[config.mk]
export PLATFORM = sky130hd
export DESIGN_NAME = i2c_master_bit_engine_top_flat
export DESIGN_NICKNAME = d
export VERILOG_FILES = /design/src/rtl/i2cm_pkg.sv /design/src/rtl/i2cm_if.sv /design/src/rtl/i2cm_front.sv /design/src/rtl/i2cm_fifo.sv /design/src/rtl/i2cm_back.sv /design/src/rtl/i2c_master_bit_engine_top.sv /design/src/flat_wrapper.sv
export SDC_FILE = /design/constraint.sdc
export NUM_CORES = 1
export LEC_CHECK = 0
export CAP_MARGIN = 15
export CORE_MARGIN = 2
export CORE_UTILIZATION = 65
export CTS_CLUSTER_SIZE = 25
export DETAILED_ROUTE_END_ITERATION = 7
export DONT_BUFFER_PORTS = 1
export PLACE_DENSITY = 0.79
export SLEW_MARGIN = 10
export SYNTH_ARGS = -nofsm -noshare
export SYNTH_HDL_FRONTEND = slang
export SYNTH_SLANG_ARGS = --single-unit
[constraint.sdc]
create_clock -name clk -period 5.8 [get_ports clk]
set_input_delay 0.29 -clock clk [delete_from_list [all_inputs] [get_ports clk]]
set_output_delay 0.29 -clock clk [all_outputs]
set_load 0.02 [all_outputs]
[src/rtl/i2cm_pkg.sv]
// I2C master bit engine: shared types and constants.
// Used by the interfaces' users, the front, the queue and the back end.
`default_nettype none

package i2cm_pkg;

  // Command codes as they arrive on the input channel
  typedef enum logic [2:0] {
    OP_NONE  = 3'd0,
    OP_START = 3'd1,
    OP_STOP  = 3'd2,
    OP_WRITE = 3'd3,
    OP_READ  = 3'd4,
    OP_WACK  = 3'd5,
    OP_ACK   = 3'd6,
    OP_NACK  = 3'd7
  } op_t;

  localparam logic [7:0] PHASE_TICKS_RST = 8'd10;
  localparam logic [3:0] BYTE_BITS       = 4'd8;
  localparam logic [3:0] LAST_BIT        = 4'd7;
  localparam int unsigned QUEUE_DEPTH    = 2;

  // Decoded word handed from the front to the back end
  typedef struct packed {
    op_t        op;
    logic       load_shift;
    logic [7:0] shift_init;
    logic       sda_in;
  } item_t;

endpackage

`default_nettype wire

[src/rtl/i2cm_if.sv]
// I2C master bit engine: valid/ready channel interfaces for the command input,
// the per-tick result output and the phase length configuration write.
`default_nettype none

interface i2cm_in_if;
  logic       valid;
  logic       ready;
  logic [2:0] cmd;
  logic [7:0] tx_byte;
  logic       sda_in;

  modport source (output valid, output cmd, output tx_byte, output sda_in, input ready);
  modport sink   (input valid, input cmd, input tx_byte, input sda_in, output ready);
endinterface

interface i2cm_out_if;
  logic       valid;
  logic       ready;
  logic       scl_out;
  logic       sda_out;
  logic       busy_res;
  logic       done_res;
  logic [7:0] rx_byte;
  logic       ack_missing;

  modport source (output valid, output scl_out, output sda_out, output busy_res,
                  output done_res, output rx_byte, output ack_missing, input ready);
  modport sink   (input valid, input scl_out, input sda_out, input busy_res,
                  input done_res, input rx_byte, input ack_missing, output ready);
endinterface

interface i2cm_cfg_if;
  logic       valid;
  logic       ready;
  logic [7:0] data;

  modport source (output valid, output data, input ready);
  modport sink   (input valid, input data, output ready);
endinterface

`default_nettype wire

[src/rtl/i2cm_front.sv]
// I2C master bit engine front: accepts command words and decodes them
// into queue entries. Depends on i2cm_pkg and i2cm_in_if.
`default_nettype none

module i2cm_front
  import i2cm_pkg::*;
(
  i2cm_in_if.sink in_bus,
  output logic    push_valid,
  input  logic    push_ready,
  output item_t   push_item
);

  op_t op;

  always_comb begin
    op                   = op_t'(in_bus.cmd);
    push_item.op         = op;
    // write loads the byte, read clears the shifter, others leave it alone
    push_item.load_shift = (op == OP_WRITE) || (op == OP_READ);
    push_item.shift_init = (op == OP_WRITE) ? in_bus.tx_byte : 8'd0;
    push_item.sda_in     = in_bus.sda_in;
  end

  assign push_valid   = in_bus.valid;
  assign in_bus.ready = push_ready;

endmodule

`default_nettype wire

[src/rtl/i2cm_fifo.sv]
// I2C master bit engine: short queue of decoded words between front and back.
// Depends on i2cm_pkg.
`default_nettype none

module i2cm_fifo
  import i2cm_pkg::*;
#(
  parameter int unsigned DEPTH = QUEUE_DEPTH
) (
  input  logic  clk,
  input  logic  rst_n,
  input  logic  push_valid,
  output logic  push_ready,
  input  item_t push_item,
  output logic  pop_valid,
  input  logic  pop_ready,
  output item_t pop_item
);

  localparam int unsigned AW = (DEPTH > 1) ? $clog2(DEPTH) : 1;
  localparam int unsigned CW = $clog2(DEPTH + 1);

  item_t          mem_r [DEPTH];
  logic [AW-1:0]  wr_ptr_r, wr_ptr_nxt;
  logic [AW-1:0]  rd_ptr_r, rd_ptr_nxt;
  logic [CW-1:0]  count_r, count_nxt;
  logic           push, pop;

  assign push_ready = (count_r != CW'(DEPTH));
  assign pop_valid  = (count_r != '0);
  assign push       = push_valid && push_ready;
  assign pop        = pop_valid && pop_ready;
  assign pop_item   = mem_r[rd_ptr_r];

  always_comb begin
    wr_ptr_nxt = wr_ptr_r;
    rd_ptr_nxt = rd_ptr_r;
    count_nxt  = count_r;
    if (push) begin
      wr_ptr_nxt = (wr_ptr_r == AW'(DEPTH - 1)) ? '0 : wr_ptr_r + AW'(1);
    end
    if (pop) begin
      rd_ptr_nxt = (rd_ptr_r == AW'(DEPTH - 1)) ? '0 : rd_ptr_r + AW'(1);
    end
    unique case ({push, pop})
      2'b10:   count_nxt = count_r + CW'(1);
      2'b01:   count_nxt = count_r - CW'(1);
      default: count_nxt = count_r;
    endcase
  end

  always_ff @(posedge clk) begin
    if (!rst_n) begin
      wr_ptr_r <= '0;
      rd_ptr_r <= '0;
      count_r  <= '0;
    end else begin
      wr_ptr_r <= wr_ptr_nxt;
      rd_ptr_r <= rd_ptr_nxt;
      count_r  <= count_nxt;
    end
  end

  always_ff @(posedge clk) begin
    if (push) begin
      mem_r[wr_ptr_r] <= push_item;
    end
  end

endmodule

`default_nettype wire

[src/rtl/i2cm_back.sv]
// I2C master bit engine back end: phase sequencer for SCL/SDA, delay counter,
// byte shifter and the result register. Depends on i2cm_pkg and the interfaces.
`default_nettype none

module i2cm_back
  import i2cm_pkg::*;
(
  input  logic        clk,
  input  logic        rst_n,
  i2cm_cfg_if.sink    cfg_bus,
  input  logic        pop_valid,
  output logic        pop_ready,
  input  item_t       pop_item,
  i2cm_out_if.source  out_bus
);

  logic [7:0] phase_ticks_r;
  logic       scl_r, scl_nxt;
  logic       sda_r, sda_nxt;
  op_t        op_r, op_nxt;
  logic [2:0] step_r, step_nxt;
  logic [3:0] bit_r, bit_nxt;
  logic [7:0] shreg_r, shreg_nxt;
  logic [7:0] tick_r, tick_nxt;
  logic [7:0] rxv_r, rxv_nxt;
  logic       ack_r, ack_nxt;
  logic       done_r, done_nxt;
  logic       out_valid_r, out_valid_nxt;

  logic       pop;
  logic       run;
  logic       more;
  logic [2:0] p;
  logic [7:0] dlen;

  // state registers double as the result word; they only move on a pop
  assign pop_ready = !out_valid_r || out_bus.ready;
  assign pop       = pop_valid && pop_ready;
  assign dlen      = (phase_ticks_r == 8'd0) ? 8'd1 : phase_ticks_r;

  assign cfg_bus.ready = 1'b1;

  always_comb begin
    scl_nxt   = scl_r;
    sda_nxt   = sda_r;
    op_nxt    = op_r;
    step_nxt  = step_r;
    bit_nxt   = bit_r;
    shreg_nxt = shreg_r;
    tick_nxt  = tick_r;
    rxv_nxt   = rxv_r;
    ack_nxt   = ack_r;
    done_nxt  = 1'b0;
    run       = 1'b0;
    more      = 1'b0;
    p         = 3'd0;

    if (op_r == OP_NONE) begin
      if (pop_item.op != OP_NONE) begin
        op_nxt   = pop_item.op;
        step_nxt = 3'd0;
        bit_nxt  = 4'd0;
        if (pop_item.load_shift) begin
          shreg_nxt = pop_item.shift_init;
        end
        run = 1'b1;
      end
    end else begin
      tick_nxt = tick_r - 8'd1;
      if (tick_nxt == 8'd0) begin
        step_nxt = step_r + 3'd1;
        p        = step_nxt;
        run      = 1'b1;
      end
    end

    if (run) begin
      unique case (op_nxt)
        OP_START: begin
          if (p == 3'd0) begin
            sda_nxt = 1'b1;
            scl_nxt = 1'b1;
            more    = 1'b1;
          end else if (p == 3'd1) begin
            sda_nxt = 1'b0;
            more    = 1'b1;
          end else if (p == 3'd2) begin
            scl_nxt = 1'b0;
            more    = 1'b1;
          end
        end
        OP_STOP: begin
          if (p == 3'd0) begin
            sda_nxt = 1'b0;
            scl_nxt = 1'b1;
            more    = 1'b1;
          end else begin
            sda_nxt = 1'b1;
          end
        end
        OP_WRITE: begin
          if (p == 3'd3) begin
            bit_nxt = bit_r + 4'd1;
          end
          if (!(p == 3'd3 && bit_nxt >= BYTE_BITS)) begin
            if (p == 3'd3) begin
              // next bit: wrap back to the data setup phase
              step_nxt = 3'd0;
              p        = 3'd0;
            end
            more = 1'b1;
            if (p == 3'd0) begin
              sda_nxt = shreg_nxt[7];
            end else if (p == 3'd1) begin
              scl_nxt = 1'b1;
            end else begin
              scl_nxt = 1'b0;
              if (bit_nxt == LAST_BIT) begin
                sda_nxt = 1'b1;
              end
              shreg_nxt = {shreg_nxt[6:0], 1'b0};
            end
          end
        end
        OP_READ: begin
          if (p == 3'd2) begin
            bit_nxt = bit_r + 4'd1;
          end
          if (p == 3'd2 && bit_nxt >= BYTE_BITS) begin
            rxv_nxt = shreg_nxt;
          end else begin
            if (p == 3'd2) begin
              step_nxt = 3'd0;
              p        = 3'd0;
            end
            more = 1'b1;
            if (p == 3'd0) begin
              scl_nxt = 1'b1;
            end else begin
              shreg_nxt = {shreg_nxt[6:0], pop_item.sda_in};
              scl_nxt   = 1'b0;
            end
          end
        end
        OP_WACK: begin
          if (p == 3'd0) begin
            sda_nxt = 1'b1;
            more    = 1'b1;
          end else if (p == 3'd1) begin
            scl_nxt = 1'b1;
            more    = 1'b1;
          end else if (p == 3'd2) begin
            ack_nxt = pop_item.sda_in;
            scl_nxt = 1'b0;
            more    = 1'b1;
          end
        end
        OP_ACK: begin
          if (p == 3'd0) begin
            sda_nxt = 1'b0;
            more    = 1'b1;
          end else if (p == 3'd1) begin
            scl_nxt = 1'b1;
            more    = 1'b1;
          end else if (p == 3'd2) begin
            scl_nxt = 1'b0;
            more    = 1'b1;
          end else begin
            sda_nxt = 1'b1;
          end
        end
        OP_NACK: begin
          if (p == 3'd0) begin
            sda_nxt = 1'b1;
            more    = 1'b1;
          end else if (p == 3'd1) begin
            scl_nxt = 1'b1;
            more    = 1'b1;
          end else if (p == 3'd2) begin
            scl_nxt = 1'b0;
            more    = 1'b1;
          end
        end
        default: more = 1'b0;
      endcase

      if (more) begin
        tick_nxt = dlen;
      end else begin
        op_nxt   = OP_NONE;
        step_nxt = 3'd0;
        done_nxt = 1'b1;
      end
    end

    priority if (pop) begin
      out_valid_nxt = 1'b1;
    end else if (out_bus.ready) begin
      out_valid_nxt = 1'b0;
    end else begin
      out_valid_nxt = out_valid_r;
    end
  end

  always_ff @(posedge clk) begin
    if (!rst_n) begin
      phase_ticks_r <= PHASE_TICKS_RST;
    end else if (cfg_bus.valid) begin
      phase_ticks_r <= cfg_bus.data;
    end
  end

  always_ff @(posedge clk) begin
    if (!rst_n) begin
      scl_r       <= 1'b1;
      sda_r       <= 1'b1;
      op_r        <= OP_NONE;
      step_r      <= 3'd0;
      bit_r       <= 4'd0;
      shreg_r     <= 8'd0;
      tick_r      <= 8'd0;
      rxv_r       <= 8'd0;
      ack_r       <= 1'b0;
      done_r      <= 1'b0;
      out_valid_r <= 1'b0;
    end else begin
      out_valid_r <= out_valid_nxt;
      if (pop) begin
        scl_r   <= scl_nxt;
        sda_r   <= sda_nxt;
        op_r    <= op_nxt;
        step_r  <= step_nxt;
        bit_r   <= bit_nxt;
        shreg_r <= shreg_nxt;
        tick_r  <= tick_nxt;
        rxv_r   <= rxv_nxt;
        ack_r   <= ack_nxt;
        done_r  <= done_nxt;
      end
    end
  end

  assign out_bus.valid       = out_valid_r;
  assign out_bus.scl_out     = scl_r;
  assign out_bus.sda_out     = sda_r;
  assign out_bus.busy_res    = (op_r != OP_NONE);
  assign out_bus.done_res    = done_r;
  assign out_bus.rx_byte     = rxv_r;
  assign out_bus.ack_missing = ack_r;

  a_idle_step_zero: assert property (@(posedge clk) disable iff (!rst_n)
    (op_r == OP_NONE) |-> (step_r == 3'd0))
    else $error("phase step left nonzero while idle");

  a_busy_has_delay: assert property (@(posedge clk) disable iff (!rst_n)
    (op_r != OP_NONE) |-> (tick_r != 8'd0))
    else $error("sequence running with an expired delay counter");

  a_done_not_busy: assert property (@(posedge clk) disable iff (!rst_n)
    (out_valid_r && done_r) |-> (op_r == OP_NONE))
    else $error("done reported while still busy");

  a_idle_no_cmd: assert property (@(posedge clk) disable iff (!rst_n)
    (pop && op_r == OP_NONE && pop_item.op == OP_NONE) |=> (op_r == OP_NONE && !done_r))
    else $error("idle word started or finished a sequence");

endmodule

`default_nettype wire

[src/rtl/i2c_master_bit_engine_top.sv]
// I2C master bit engine top level. One result word per command word.
// Path: an accepted input word is written into the queue register, then popped into the
// sequencer register, which drives the result word.
// Throughput: one word per cycle; a stalled result holds the sequencer and the 2-entry queue.
// Reset (rst_n, synchronous): lines released, engine idle, queue empty,
// phase length 10 ticks. Depends on i2cm_pkg, i2cm_if and the submodules.
`default_nettype none

module i2c_master_bit_engine_top
  import i2cm_pkg::*;
#(
  parameter int unsigned QDEPTH = QUEUE_DEPTH
) (
  input  wire         clk,
  input  wire         rst_n,
  i2cm_in_if.sink     in_bus,
  i2cm_out_if.source  out_bus,
  i2cm_cfg_if.sink    cfg_bus
);

  logic  push_valid, push_ready;
  item_t push_item;
  logic  pop_valid, pop_ready;
  item_t pop_item;

  i2cm_front u_front (
    .in_bus     (in_bus),
    .push_valid (push_valid),
    .push_ready (push_ready),
    .push_item  (push_item)
  );

  i2cm_fifo #(
    .DEPTH (QDEPTH)
  ) u_fifo (
    .clk        (clk),
    .rst_n      (rst_n),
    .push_valid (push_valid),
    .push_ready (push_ready),
    .push_item  (push_item),
    .pop_valid  (pop_valid),
    .pop_ready  (pop_ready),
    .pop_item   (pop_item)
  );

  i2cm_back u_back (
    .clk       (clk),
    .rst_n     (rst_n),
    .cfg_bus   (cfg_bus),
    .pop_valid (pop_valid),
    .pop_ready (pop_ready),
    .pop_item  (pop_item),
    .out_bus   (out_bus)
  );

endmodule

`default_nettype wire

[src/flat_wrapper.sv]
// flat-port wrapper written by rule: the top's interface ports become plain ports
module i2c_master_bit_engine_top_flat import i2cm_pkg::*;
#(
  parameter int unsigned QDEPTH = QUEUE_DEPTH
)
  (clk, rst_n, in_bus_valid, in_bus_cmd, in_bus_tx_byte, in_bus_sda_in, in_bus_ready, out_bus_valid, out_bus_scl_out, out_bus_sda_out, out_bus_busy_res, out_bus_done_res, out_bus_rx_byte, out_bus_ack_missing, out_bus_ready, cfg_bus_valid, cfg_bus_data, cfg_bus_ready);
  i2cm_in_if in_bus_i ();
  i2cm_out_if out_bus_i ();
  i2cm_cfg_if cfg_bus_i ();
  input  wire clk;
  input  wire rst_n;
  input wire logic [$bits(in_bus_i.valid)-1:0] in_bus_valid;
  input wire logic [$bits(in_bus_i.cmd)-1:0] in_bus_cmd;
  input wire logic [$bits(in_bus_i.tx_byte)-1:0] in_bus_tx_byte;
  input wire logic [$bits(in_bus_i.sda_in)-1:0] in_bus_sda_in;
  output wire logic [$bits(in_bus_i.ready)-1:0] in_bus_ready;
  output wire logic [$bits(out_bus_i.valid)-1:0] out_bus_valid;
  output wire logic [$bits(out_bus_i.scl_out)-1:0] out_bus_scl_out;
  output wire logic [$bits(out_bus_i.sda_out)-1:0] out_bus_sda_out;
  output wire logic [$bits(out_bus_i.busy_res)-1:0] out_bus_busy_res;
  output wire logic [$bits(out_bus_i.done_res)-1:0] out_bus_done_res;
  output wire logic [$bits(out_bus_i.rx_byte)-1:0] out_bus_rx_byte;
  output wire logic [$bits(out_bus_i.ack_missing)-1:0] out_bus_ack_missing;
  input wire logic [$bits(out_bus_i.ready)-1:0] out_bus_ready;
  input wire logic [$bits(cfg_bus_i.valid)-1:0] cfg_bus_valid;
  input wire logic [$bits(cfg_bus_i.data)-1:0] cfg_bus_data;
  output wire logic [$bits(cfg_bus_i.ready)-1:0] cfg_bus_ready;
  assign in_bus_i.valid = in_bus_valid;
  assign in_bus_i.cmd = in_bus_cmd;
  assign in_bus_i.tx_byte = in_bus_tx_byte;
  assign in_bus_i.sda_in = in_bus_sda_in;
  assign in_bus_ready = in_bus_i.ready;
  assign out_bus_valid = out_bus_i.valid;
  assign out_bus_scl_out = out_bus_i.scl_out;
  assign out_bus_sda_out = out_bus_i.sda_out;
  assign out_bus_busy_res = out_bus_i.busy_res;
  assign out_bus_done_res = out_bus_i.done_res;
  assign out_bus_rx_byte = out_bus_i.rx_byte;
  assign out_bus_ack_missing = out_bus_i.ack_missing;
  assign out_bus_i.ready = out_bus_ready;
  assign cfg_bus_i.valid = cfg_bus_valid;
  assign cfg_bus_i.data = cfg_bus_data;
  assign cfg_bus_ready = cfg_bus_i.ready;
  i2c_master_bit_engine_top #(.QDEPTH(QDEPTH)) u_core (.clk(clk), .rst_n(rst_n), .in_bus(in_bus_i), .out_bus(out_bus_i), .cfg_bus(cfg_bus_i));
endmodule
# == After elaboration in Yosys (flattened, before gate mapping) ==
# Memory sizes are Yosys's and may differ from the RTL's. A register that Yosys moved wholly into a read port is not among the register bits.
# Cells that the tools add are included.
# word_totals
mem_bits_rw,26
n_memories,1
in_bits,25
word_cells,177
ff_bits,51
# mem_list
name,words,width,rd,rd_clocked_by_memory_dff,write_ports,line,text
u_core.u_fifo.mem_r,2,13,1,1,1,i2cm_fifo.sv:23,item_t mem_r [DEPTH];
# op_classes
reduce_logical,27
add_sub_neg,7
magnitude_cmp,2
bitwise,2
muxes,94
eq_ne,29
# ops
operator,n
$mux W8,14
$mux W3,23
$mux W1,41
$mux W4,9
$ne A3 B3 Y1 const B,6
$logic_not A8 Y1,2
$pmux W8 S2,1
$eq A3 B2 Y1 const B,5
$eq A3 B3 Y1 const B,5
$logic_not A3 Y1,4
$ne A2 B2 Y1 const B,6
$pmux W1 S5,2
$reduce_and A10 Y1,1
$reduce_bool A5 Y1,2
$eq A3 B1 Y1 const B,3
$reduce_and A9 Y1,1
$ge A4 B4 Y1 const B,2
$pmux W4 S2,1
$sub A8 B1 Y8 const B,1
$pmux W3 S2,1
$reduce_and A6 Y1,1
$reduce_bool A2 Y1,3
$reduce_bool A3 Y1,2
$add A4 B1 Y4 const B,1
other kinds (18),24

# == Logic depth before layout (Yosys ltp) ==
# depth
depth_word,19
ltp_mapped,18

# == Hierarchy ==
# Synthesis repeated with hierarchy kept, for this count alone.
# unflattened
cells_unflattened,492
hier_area_um2,4647.0
# by_module_without_submodules
module,instances,cells_each,area_per_inst_um2
i2cm_back,1,410,3338.2
i2cm_fifo,1,64,1167.4
i2cm_front,1,18,141.4

# == Least setup slack after synthesis ==
# Ideal clock, no wire load.
# synth_timing
kind,flip-flop to flip-flop
startpoint,register u_core.u_back.tick_r[0]
endpoint,register u_core.u_back.step_r[2]
path_stages_with_launch,17
synth_period_minus_slack_ps,3337
path_buffers,2
arrival_time_ps,3211
setup_time_ps,126
path_slack_ps,2463
cell_sequence,dfxtp_1 -> inv_1 -> ha_1 -> clkbuf_1 -> xor2_1 -> nor4_4 -> buf_6 -> nand2_1 -> inv_1 -> ha_1 -> inv_1 -> nor4_1 -> o211ai_1 -> a21oi_2 -> nand3_1 -> a41oi_1 -> o21ai_0
# synth_via
elab_chain_cells,15
# synth_lines
element,line,text
"start, declared",i2cm_back.sv:24,"logic [7:0] tick_r, tick_nxt;"
"start signal, assigned",i2cm_back.sv:235,tick_r <= tick_nxt;
$sub A8 B1 Y8 *,i2cm_back.sv:69,tick_nxt = tick_r - 8'd1;
$logic_not A8 Y1 *,i2cm_back.sv:70,if (tick_nxt == 8'd0) begin
$mux W3,i2cm_back.sv:70,
$mux W3,i2cm_back.sv:58,if (op_r == OP_NONE) begin
"$eq A3 B2 Y1, on equally long branches",--,
"$mux W4, on equally long branches","i2cm_back.sv:126, i2cm_back.sv:102",
$mux W4,i2cm_back.sv:78,unique case (op_nxt)
$mux W4,i2cm_back.sv:77,if (run) begin
"$ge A4 B4 Y1, on equally long branches","i2cm_back.sv:129, i2cm_back.sv:105",
"$logic_and A1 B1 Y1, on equally long branches","i2cm_back.sv:129, i2cm_back.sv:105",
"$mux W1, on equally long branches","i2cm_back.sv:129, i2cm_back.sv:105",
$pmux W1 S4,i2cm_back.sv:78,
$mux W1,i2cm_back.sv:77,
$mux W3,i2cm_back.sv:187,if (more) begin
$mux W3 *,i2cm_back.sv:77,
"end signal, assigned",i2cm_back.sv:232,step_r <= step_nxt;
"end, declared",i2cm_back.sv:21,"logic [2:0] step_r, step_nxt;"
# Every way passes the cells marked *; elsewhere a longest branch is shown, timed or not. The select of a mux whose other input is x is not followed.
# A chain may end at the register's enable or synchronous reset.

# == Worst setup path in the final report ==
# Same ends and word-level chain as after synthesis.

==> metrics.yaml <==
status: "complete, no violations"
synth_area_leaders: "dfxtp_1, edfxtp_1, mux2i_1, nor2_1, o21ai_0"
finalHoldViolCount: 0
yosysSeqAreaShare_pct: 40.4
yosysUniqueCellTypes: 68
cts.sinks: 78
ys_ff_latch: 78
antennaDiodeCount: 0
port_buffers: 0
skew_ps: 9.81
ant_nets: 0
antenna_found_initial: 0
worst_slew_pin_slew_ps: 993
dpl.cell_count: 553
h-tree-depth: 3
numCtsBuffers: 9
path_clk_slew_ps: 90
synthesis.area_sq_mm: 0.00451
p_sw_uw: 1240
area_delta_synth_final_pct: 4.72
synthesis.nets: 527
rsz0062_at_grt: "no"
fin_nets: 517
setup_viol: 0
critical_path_class: "reg -> reg"
max_slew_margin_pct: 33.6
power.internal_uw: 1280
placed_area_sq_mm: 0.00449
pre_cts_slack_ps: 1430
required_ps: 6050
slew_violations: 0
hold_class: "in -> reg"
yosysMostFrequentCell: "nor2_1"
critPathArrivalTime_ps: 4760
root_buffer: "clkbuf_8"
grt_max_degree: 34
switching_share_pct: 49.2
grt.overflow.total: 0
synth_common_cells: "nor2_1, dfxtp_1, nand2_1"
rows: 30
p_leak_uw: 0.00176
cts_buffer_depth: 2
crit_path_start_kind: "register"
layout-drive-gt1-share_pct: 12.4
finalSetupTns_ps: 0
power_frac_comb_pct: 52.7
finalWorstSetupSlack_ps: 1290
whs_path_depth: 0
ctsResizeCount: 0
grt_pass1_vias: 3648
powerDensity_mw_per_mm2: 535
insertion_delay_ps: 360
async_reset_ff_share_pct: 0
dieArea_sq_mm: 0.00762
synthCells: 496
die_x_um: 87.3
maxCapViolCount: 0
synth_area_per_cell_sq_um: 9.09
drc_errors: 0
synth-edff-count: 26
vdd_drop_max_v: 0.000263
power.share.sequential_pct: 31.3
design_area_sq_mm: 0.00472
dp_hpwl_um: 7690
start_util_pct: 66.7
p_total_uw: 2530
cts_tree: "yes"
synth-warning-count: 0
drt_first_pass_iters: 5
initialDrtViolationCount: 271
stdcell_count: 571
grt_pass1_wl_um: 17800
synth_top_area_share_pct: 23.1
via_per_inst: 6.76
die_h_um: 87.3
track_usage_pct: 30.2
max_freq_mhz: 222
gp_congestion: 1.02
drt-total-wl_um: 11000
layout_min_cycle_time_ps: 4510
fin_crit_sh_pct: 77.8
cp_max_fo: 13
wl_per_cell_um: 19.3
pin_count: 41
clock_power_share_pct: 16.0
coreArea_sq_mm: 0.00676
dr_total_vias: 3859
synth_flop_cell: "dfxtp_1"
end_kind: "register"
yosysTopAreaCell: "dfxtp_1"
rr_worst_depth: 14
==> sequential cells by signal (all words and copies together), names as in the netlist, 2 cells and up, named ones only <==
register / cells
u_core.u_back.tick_r: 8
u_core.u_back.out_bus.rx_byte: 8
u_core.u_back.step_r: 3
u_core.u_fifo.mem_r: 26
u_core.u_back.op_r: 3
u_core.u_back.bit_r: 4
u_core.u_back.phase_ticks_r: 8
u_core.u_fifo.count_r: 2
u_core.u_back.shreg_r: 8
==> cells in the final DEF, fill, tap and decap left out, types with 10 or more instances in the layout <==
| cell type | synthesis | layout |
|---|---|---|
| nor2_1 | 55 | 55 |
| nand2_1 | 36 | 36 |
| mux2_2 | 11 | 11 |
| a31oi_1 | 10 | 10 |
| inv_1 | 16 | 16 |
| mux2i_1 | 21 | 21 |
| edfxtp_1 | 26 | 26 |
| o21ai_0 | 34 | 34 |
| a21oi_1 | 26 | 26 |
| nor3_1 | 13 | 13 |
| dfxtp_1 | 52 | 52 |
| nand3_1 | 21 | 21 |
==> routing by layer <==
layer | track usage [%] | part of all wire [%]
met5 | 0 | 0
met4 | 13.7 | 3.0
met3 | 6.64 | 7.6
met2 | 47.9 | 48
met1 | 39.4 | 41
==> power by group through the flow <==
stage               combinational [uW]  sequential (uW)  clock (uW)
floorplan                         1080              750           0
global placement                  1280              794           0
detailed placement                1290              801           0
CTS                               1300              790         411
global route                      1440              806         436
finish                            1330              791         405
==> area by class of cell <==
cell class	instances	area (sq um)
sequential	78	1820
inverter	16	60.1
tap	80	100
multi-input combinational	378	2500
fill	541	2030
clock buffer	10	149
clock inverter	6	48.8
timing repair buffer	3	45.0
==> critical path, cell delays in order, from the launching register on <==
cell      delay (ps)
dfxtp_1          470
inv_1             80
ha_1             300
xor2_1           200
nor4_4           640
nand2_1          280
inv_1            240
ha_1             460
inv_1            220
nor4_1           330
o211ai_1         150
a21oi_2          440
nand3_1          230
a41oi_1          240
o21ai_0          110
==> cell families after synthesis <==
group                    after synthesis  synth area share, %
adder cells (fa/ha/maj)                6                 1.66
multiplexers                          33                 7.74
flip-flops                            78                 40.4
AND/OR/NAND/NOR                      186                 22.3
buffers and inverters                 40                 4.22
XOR/XNOR                              11                 2.14
other                                  1               0.0832
AO/OA/AOI/OAI                        141                 21.5
==> timing repair <==
action                                 in CTS  in global routing
setup buffers                               0                  0
hold buffers                                1                  0
endpoints found under the hold margin       2                  0
==> path summary, 6_finish.rpt <==
path,start,slack (ps),endpoint
worst max-delay path,u_core.u_back.tick_r[0],1290,u_core.u_back.step_r[2]
worst min-delay path,in_bus_sda_in,20,u_core.u_fifo.mem_r[1][0]
worst min register to register,u_core.u_back.bit_r[2],490,u_core.u_back.bit_r[2]
worst max register to register,u_core.u_back.tick_r[0],1290,u_core.u_back.step_r[2]
==> through the flow <==
stage / utilization [%] / hold WS [ps]
3_5_place_dp: 66.4 / 364
6_report: 69.9 / 16.8
2_1_floorplan: - / 389
4_1_cts: 69.5 / 3.16
3_3_place_gp: 66.4 / 361
5_1_grt: 69.9 / 0.0155
No activity file was read; power rests on OpenSTA's default activity.
